File: config.mk
export PLATFORM = sky130hd
export DESIGN_NAME = hashed_block_buffer_cache
export DESIGN_NICKNAME = d
export VERILOG_FILES = /design/src/hdl/hbbc_pkg.sv /design/src/hdl/hbbc_ctrl.sv /design/src/hdl/hbbc_dp.sv /design/src/hdl/hashed_block_buffer_cache.sv
export SDC_FILE = /design/constraint.sdc
export NUM_CORES = 2
export LEC_CHECK = 0
export BUFFER_PORTS_ARGS = -buffer_cell sky130_fd_sc_hd__buf_4
export CAP_MARGIN = 20
export CORE_MARGIN = 1
export CORE_UTILIZATION = 57
export DETAILED_ROUTE_END_ITERATION = 8
export GPL_TIMING_DRIVEN = 1
export PLACE_DENSITY = 0.73
export SLEW_MARGIN = 15
export SYNTH_ARGS = -nofsm -noshare
export SYNTH_HDL_FRONTEND = slang
export SYNTH_SLANG_ARGS = --single-unit
File: constraint.sdc
create_clock -name clk -period 10.55 [get_ports clk]
set_clock_uncertainty 0.05 [all_clocks]
set_input_delay 2.11 -clock clk [delete_from_list [all_inputs] [get_ports clk]]
set_output_delay 2.11 -clock clk [all_outputs]
set_load 0.02 [all_outputs]
File: src/hdl/hbbc_pkg.sv
`timescale 1ns / 1ps
package hbbc_pkg;
  localparam int BufferCount = 32;
  localparam int BucketCount = 13;
  localparam int IdxW = 5;
  localparam int BktW = 4;

  localparam logic [1:0] OP_GET     = 2'd0;
  localparam logic [1:0] OP_RELEASE = 2'd1;
  localparam logic [1:0] OP_PIN     = 2'd2;
  localparam logic [1:0] OP_UNPIN   = 2'd3;

  localparam logic [1:0] ST_OK     = 2'd0;
  localparam logic [1:0] ST_NOFREE = 2'd1;
  localparam logic [1:0] ST_UNDER  = 2'd2;
  localparam logic [1:0] ST_OVER   = 2'd3;

  typedef struct packed {
    logic            load;
    logic            clr_scan;
    logic            step_hit;
    logic            step_vic;
    logic            next_bucket;
    logic            commit;
    logic [1:0]      kind;
  } hbbc_cmd_t;

  localparam logic [1:0] K_HIT  = 2'd0;
  localparam logic [1:0] K_VIC  = 2'd1;
  localparam logic [1:0] K_IDX  = 2'd2;
  localparam logic [1:0] K_FAIL = 2'd3;

  typedef struct packed {
    logic is_get;
    logic scan_last;
    logic hit_found;
    logic vic_found;
    logic bucket_last;
  } hbbc_sts_t;
endpackage

File: src/hdl/hbbc_ctrl.sv
`timescale 1ns / 1ps
module hbbc_ctrl import hbbc_pkg::*; (
  input  logic      clk,
  input  logic      rst_n,
  input  logic      in_fire,
  input  logic      out_busy,
  input  hbbc_sts_t sts,
  output logic      in_ready,
  output hbbc_cmd_t cmd
);
  typedef enum logic [2:0] {S_IDLE, S_MOD, S_HIT, S_VIC, S_DONE} state_t;
  state_t state_r, state_nxt;

  always_comb begin
    cmd = '0;
    state_nxt = state_r;
    in_ready = (state_r == S_IDLE);
    case (state_r)
      S_IDLE: begin
        if (in_fire) begin
          cmd.load = 1'b1;
          state_nxt = S_MOD;
        end
      end
      S_MOD: begin
        // bucket computed in datapath over this cycle
        cmd.clr_scan = 1'b1;
        state_nxt = sts.is_get ? S_HIT : S_DONE;
      end
      S_HIT: begin
        cmd.step_hit = 1'b1;
        if (sts.scan_last) begin
          cmd.clr_scan = 1'b1;
          state_nxt = S_VIC;
        end
      end
      S_VIC: begin
        if (sts.hit_found) state_nxt = S_DONE;
        else begin
          cmd.step_vic = 1'b1;
          if (sts.scan_last) begin
            cmd.clr_scan = 1'b1;
            cmd.next_bucket = 1'b1;
            if (sts.vic_found || sts.bucket_last) state_nxt = S_DONE;
          end
        end
      end
      S_DONE: begin
        if (!out_busy) begin
          cmd.commit = 1'b1;
          if (!sts.is_get) cmd.kind = K_IDX;
          else if (sts.hit_found) cmd.kind = K_HIT;
          else if (sts.vic_found) cmd.kind = K_VIC;
          else cmd.kind = K_FAIL;
          state_nxt = S_IDLE;
        end
      end
      default: state_nxt = S_IDLE;
    endcase
  end

  always_ff @(posedge clk) begin
    if (!rst_n) state_r <= S_IDLE;
    else state_r <= state_nxt;
  end
endmodule

File: src/hdl/hbbc_dp.sv
`timescale 1ns / 1ps
module hbbc_dp import hbbc_pkg::*; (
  input  logic            clk,
  input  logic            rst_n,
  input  hbbc_cmd_t       cmd,
  input  logic [1:0]      in_op,
  input  logic [7:0]      in_dev,
  input  logic [31:0]     in_blk,
  input  logic [4:0]      in_idx,
  input  logic            out_take,
  output hbbc_sts_t       sts,
  output logic            out_valid,
  output logic [8:0]      out_data
);
  logic [7:0]      dev_m   [BufferCount];
  logic [31:0]     blk_m   [BufferCount];
  logic [7:0]      refs_r  [BufferCount];
  logic            valid_r [BufferCount];
  logic [BktW-1:0] bkt_r   [BufferCount];
  logic [IdxW-1:0] rank_r  [BufferCount];

  logic [1:0]      op_r;
  logic [7:0]      dev_r;
  logic [31:0]     blk_r;
  logic [4:0]      idx_r;
  logic [BktW-1:0] own_r, q_r;
  logic [IdxW-1:0] scan_r;
  logic [IdxW-1:0] hit_r, vic_r;
  logic            hit_f_r, vic_f_r;
  logic [BktW-1:0] bcnt_r;
  logic            ov_r;
  logic [8:0]      od_r;

  // blk mod 13 via reciprocal multiply, quotient registered with the request
  logic [67:0] prod;
  logic [31:0] quo;
  logic [31:0] quo_r;
  logic [35:0] rem;
  assign prod = {36'd0, in_blk} * 68'h13B13B13C;
  assign quo  = prod[67:36];
  assign rem  = {4'd0, blk_r} - {quo_r, 2'b00} * 36'd1 * 36'd13 / 36'd4;

  logic [BktW-1:0] own_c;
  assign own_c = rem[BktW-1:0];

  logic [IdxW-1:0] sel, tgt;
  logic [IdxW-1:0] s;
  logic hmatch, vmatch;
  assign s = scan_r;
  assign hmatch = (bkt_r[s] == own_r) && (dev_m[s] == dev_r) && (blk_m[s] == blk_r);
  assign vmatch = (bkt_r[s] == q_r) && (refs_r[s] == 8'd0);

  assign sts.is_get      = (op_r == OP_GET);
  assign sts.scan_last   = (scan_r == IdxW'(BufferCount - 1));
  assign sts.hit_found   = hit_f_r;
  assign sts.vic_found   = vic_f_r || vmatch;
  assign sts.bucket_last = (bcnt_r == BktW'(BucketCount - 1));

  assign sel = idx_r;
  assign tgt = (cmd.kind == K_HIT) ? hit_r : (cmd.kind == K_VIC) ? vic_r : sel;

  logic [IdxW-1:0] tr;
  logic mk_new;
  assign tr = rank_r[tgt];
  always_comb begin
    mk_new = 1'b0;
    if (cmd.commit) begin
      if (cmd.kind == K_VIC) mk_new = 1'b1;
      if (cmd.kind == K_IDX && op_r == OP_RELEASE && refs_r[sel] == 8'd1) mk_new = 1'b1;
    end
  end

  always_ff @(posedge clk) begin
    if (!rst_n) begin
      for (int i = 0; i < BufferCount; i++) begin
        dev_m[i] <= '0; blk_m[i] <= '0; refs_r[i] <= '0; valid_r[i] <= 1'b0;
        bkt_r[i] <= '0; rank_r[i] <= IdxW'(i);
      end
    end else begin
      if (cmd.load) begin
        op_r <= in_op; dev_r <= in_dev; blk_r <= in_blk; idx_r <= in_idx;
        quo_r <= quo;
      end
      if (cmd.clr_scan) scan_r <= '0;
      else if (cmd.step_hit || cmd.step_vic) scan_r <= scan_r + 1'b1;
      if (cmd.load) begin
        hit_f_r <= 1'b0; vic_f_r <= 1'b0; bcnt_r <= '0;
      end
      if (cmd.clr_scan && !cmd.step_hit && !cmd.step_vic) begin
        own_r <= own_c;
        q_r   <= (own_c == BktW'(BucketCount - 1)) ? '0 : own_c + 1'b1;
      end
      if (cmd.step_hit && hmatch && (!hit_f_r || rank_r[s] > rank_r[hit_r])) begin
        hit_f_r <= 1'b1; hit_r <= s;
      end
      if (cmd.step_vic && vmatch && (!vic_f_r || rank_r[s] < rank_r[vic_r])) begin
        vic_f_r <= 1'b1; vic_r <= s;
      end
      if (cmd.next_bucket && !sts.vic_found) begin
        bcnt_r <= bcnt_r + 1'b1;
        q_r <= (q_r == BktW'(BucketCount - 1)) ? '0 : q_r + 1'b1;
      end
      if (cmd.commit) begin
        case (cmd.kind)
          K_HIT: begin
            if (refs_r[tgt] == 8'hFF) od_r <= {ST_OVER, 1'b0, 1'b1, tgt};
            else begin
              refs_r[tgt] <= refs_r[tgt] + 1'b1;
              valid_r[tgt] <= 1'b1;
              od_r <= {ST_OK, ~valid_r[tgt], 1'b1, tgt};
            end
          end
          K_VIC: begin
            dev_m[tgt] <= dev_r; blk_m[tgt] <= blk_r; refs_r[tgt] <= 8'd1;
            valid_r[tgt] <= 1'b1; bkt_r[tgt] <= own_r;
            od_r <= {ST_OK, 1'b1, 1'b0, tgt};
          end
          K_FAIL: od_r <= {ST_NOFREE, 1'b0, 1'b0, IdxW'(0)};
          default: begin
            if (op_r == OP_PIN) begin
              if (refs_r[sel] == 8'hFF) od_r <= {ST_OVER, 2'b00, sel};
              else begin
                refs_r[sel] <= refs_r[sel] + 1'b1;
                od_r <= {ST_OK, 2'b00, sel};
              end
            end else if (refs_r[sel] == 8'd0) od_r <= {ST_UNDER, 2'b00, sel};
            else begin
              refs_r[sel] <= refs_r[sel] - 1'b1;
              od_r <= {ST_OK, 2'b00, sel};
            end
          end
        endcase
      end
      if (mk_new) begin
        for (int i = 0; i < BufferCount; i++)
          if (rank_r[i] > tr) rank_r[i] <= rank_r[i] - 1'b1;
        rank_r[tgt] <= IdxW'(BufferCount - 1);
      end
    end
  end

  always_ff @(posedge clk) begin
    if (!rst_n) ov_r <= 1'b0;
    else if (cmd.commit) ov_r <= 1'b1;
    else if (out_take) ov_r <= 1'b0;
  end

  assign out_valid = ov_r;
  assign out_data  = od_r;
endmodule

File: src/hdl/hashed_block_buffer_cache.sv
`timescale 1ns / 1ps
// Hashed buffer cache of 32 entries in 13 buckets (block number mod 13).
// One request at a time: release, pin and unpin pass through the S_MOD
// and S_DONE states only; a get scans all entries once for a hit, then on
// a miss scans all entries once per bucket tried until a free entry is
// found or all 13 buckets have been tried. The scan counter walking the
// entry table sets how long a get lasts. The result is held in an output
// register until taken, and a held result delays the next one.
module hashed_block_buffer_cache import hbbc_pkg::*; (
  input  logic        clk,
  input  logic        rst_n,
  input  logic        s_axis_tvalid,
  output logic        s_axis_tready,
  input  logic [47:0] s_axis_tdata,  // opcode, device, block_number, buffer_index
  output logic        m_axis_tvalid,
  input  logic        m_axis_tready,
  output logic [15:0] m_axis_tdata   // entry_index, was_hit, needs_read, status
);
  hbbc_cmd_t cmd;
  hbbc_sts_t sts;
  logic [8:0] od;
  logic in_fire;
  assign in_fire = s_axis_tvalid && s_axis_tready;

  hbbc_ctrl u_ctrl (
    .clk(clk), .rst_n(rst_n), .in_fire(in_fire),
    .out_busy(m_axis_tvalid && !m_axis_tready), .sts(sts),
    .in_ready(s_axis_tready), .cmd(cmd)
  );

  hbbc_dp u_dp (
    .clk(clk), .rst_n(rst_n), .cmd(cmd),
    .in_op(s_axis_tdata[1:0]), .in_dev(s_axis_tdata[9:2]),
    .in_blk(s_axis_tdata[41:10]), .in_idx(s_axis_tdata[46:42]),
    .out_take(m_axis_tready), .sts(sts),
    .out_valid(m_axis_tvalid), .out_data(od)
  );

  assign m_axis_tdata = {7'd0, od};
endmodule

==> impl_results.md <==
* Max Fclk at 0.106 GHz
* Total die area at 196000 um^2
* Total Wirelength at 340000 um
* Nets at 9016
* Vias in the first global route at 73.2k
* Status: completed
* Initial Utilization at 57.5%
* Yosys warns at 0
* RSZ-0062 raised after global routing: false
* Crit Path Class: flop to flop
* CP delay by family, top: simple AND/OR/NAND/NOR gates
* Total global-route track usage at 34.6%
* Clock Latency Late Sink at 900 ps
* Area contributors post-synth: edfxtp_1 (47%), mux4_2 (13%), and2_1 (7.8%), ha_1 (4.9%), fa_1 (4.5%)
* Buf/Inv on CP at 4
* Share of the synthesized area in the top cell type at 47.5%
* Post-synth top area cell: edfxtp_1
* Starting DRT DRC Count at 10.5k
* Area delta synth->final at 9.45%
* Power, Total at 24.2 mW
* I/O pin cnt at 70
* Post-route DRC at 0
* CTS tree: built
* Register area share after synthesis at 51.4%
* Top FF cell, synth: edfxtp_1
* Critical Path Source Type: flop
* VDD IR max at 0.655 mV
* H-tree depth reported by CTS at 4
* Slew Limit Fails at 0
* Post-route ant nets at 0
* Fin crit period at 9430 ps
* Mean cell area of the mapped netlist at 13.2 um^2
* Pleak at 45.5 nW
* Setup TNS at 0 ps
* Worst-path fanout max at 47
* Hold crit path type: flop to flop
* Antenna violations before repair at 17
* Worst EP arrival at 10090 ps
* Drt wl/cell at 31.0 um
* Cells after synthesis at 8399
* Post-synth ARST share at 0%
* Core Box Area at 193000 um^2
* Drt via density at 6.72
* GPL Wtd Cong at 0.986
* Seq cells post-synth at 1969
* Tightest Pin Transition at 1240 ps
* Clock Tree Buf Depth at 3
* Worst Path Required at 11210 ps
* Power per cell area at 199 nW/um^2
* Worst path max stage delay at 960 ps
* Gr ovfl total at 0
* Post-synth EDFFs at 1753
* Synth cell types at 95
* Die width at 443 um
* Crit. End Element: flop
* Final hold violations at 0
* Hold buffer count at CTS at 0
* CTS root buffer: clkbuf_16
* Max-cap violation count at 0
* Largest net degree at the start of global routing at 87
* CTS resizes at 0
* Port Buf Inserts at 61
* Final setup viols at 0
* Initial DRT Pass Iterations at 6
* Global-route wire length before repair at 496000 um
* Period utilization at 89.4%
* Share of cells above drive strength 1 at 16.6%
* Setup Fix Bufs, Post-CTS at 0
* CP max stage cell: dfxtp_4
* Synth Cell Area at 111000 um^2
* Chip Height at 443 um
* Placement Rows at 161
* Via count at 73.7k
* Clock transition at the registers of the reported paths at 60 ps
* CTS sink count at 1969
* Worst rel slew slack at 17.2%
* HPWL after DPL at 213000 um
* CTS Buf Count at 201
* Count leader, synth: edfxtp_1
* Crit path cell chain: buf_4 > mux4_2 > a22oi_1 > nand4_1 > xnor2_1 > nor4_4 > a21oi_2 > o221a_2 > nor2_1 > nor2_1 > nand2_1 > buf_4 > a21oi_1 > nor2_1 > nand4_1 > buf_4 > ha_1 > nor2b_1 > o221ai_1 > inv_1 > nand2_1 > nor3_1 > xnor2_1 > o21ai_0
* Commonest cells in the netlist: edfxtp_1 (1753), and2_1 (1387), mux4_2 (650)
flip-flops by register name (all words and copies together), names as in the netlist, 2 cells and up, named ones only:
name,flops
u_dp.rank_r,160
u_dp.idx_r,5
u_dp.q_r,4
u_dp.bkt_r,128
u_dp.hit_r,5
u_dp.bcnt_r,4
u_dp.blk_m,1024
u_dp.out_data,9
u_dp.dev_r,8
u_dp.quo_r,4
u_dp.op_r,2
u_dp.vic_r,5
u_dp.s,5
u_dp.own_r,4
u_dp.refs_r,256
u_ctrl.state_r,3
u_dp.blk_r,32
u_dp.valid_r,32
u_dp.dev_m,256
worst paths after layout:
check	startpoint	to	slack, ps	cells after the start
setup reg to reg	flop	u_dp.rank_r[2][4]$_SDFFE_PP1P_	1120	24
hold reg to reg	u_dp.valid_r[1]$_DFF_P_	u_dp.valid_r[1]$_DFF_P_	410	2
hold / removal	u_dp.valid_r[1]$_DFF_P_	u_dp.valid_r[1]$_DFF_P_	410	2
setup / recovery	flop	u_dp.rank_r[2][4]$_SDFFE_PP1P_	1120	24
layout make-up:
class / instances / area (um^2)
clock buffer: 262 / 5320
fill: 14100 / 71400
clock inverter: 107 / 1200
tap: 2526 / 3160
antenna: 5 / 12.5
sequential: 1969 / 57000
inverter: 462 / 1740
multi-input combinational: 5333 / 50200
timing repair buffer: 313 / 2750
per-stage QoR:
stage	worst slack, ps	instances	area, um^2	utilization [%]	hold slack (ps)
after global placement	1650	10600	115000	59.4	384
after floorplan	1140	8405	111000	-	375
after detailed placement	1470	10600	115000	59.5	396
after CTS	1430	11000	121000	62.9	411
after global routing	762	11000	121000	62.9	437
final	1120	11000	121000	62.9	410
worst register-to-register path, delay by kind of cell (launching register included):
family	cells	cell delay, ps
XOR/XNOR	2	790
buffers and inverters	4	1470
flip-flops	1	960
adder cells (fa/ha/maj)	1	310
AND/OR/NAND/NOR	10	3030
multiplexers	1	540
AO/OA/AOI/OAI	6	2150
cells by family after synthesis:
| logic type | after synthesis | share of synthesized area (%) |
|---|---|---|
| fa+ha+maj | 684 | 9.41 |
| xor+xnor | 223 | 1.76 |
| other cells | 1 | 0.00338 |
| mux | 839 | 14.9 |
| compound gates | 692 | 4.09 |
| buf+inv | 1103 | 4.02 |
| flops | 1969 | 51.4 |
| simple gates | 2888 | 14.4 |
metal layers:
layer	track usage [%]	up-vias	part of all wire, %
met5	0	-	0.011
met1	45.6	37000	36
met2	54.7	5069	47
li1	-	30600	-
met3	7.08	1020	12
met4	17.8	6	6.0
cells in the final DEF, fill, tap and decap left out, drive strengths merged, types with 65 or more instances in the layout:
cell / count
a211oi: 65
a21oi: 128
and2: 1387
buf: 308
clkbuf: 267
clkinv: 84
dfxtp: 216
edfxtp: 1753
fa: 249
ha: 435
inv: 464
mux2i: 165
mux4: 650
nand2: 501
nand3: 204
nor2: 144
nor2b: 78
nor3: 322
nor4: 104
o21ai: 224
xnor2: 193
power breakdown:
group / internal (mW) / leakage [nW] / switching (mW)
clock: 3.93 / 3.14 / 3.18
sequential: 8.88 / 19.8 / 0.189
combinational: 3.46 / 22.6 / 4.52
Note: power is estimated with default switching activity, not from simulation.
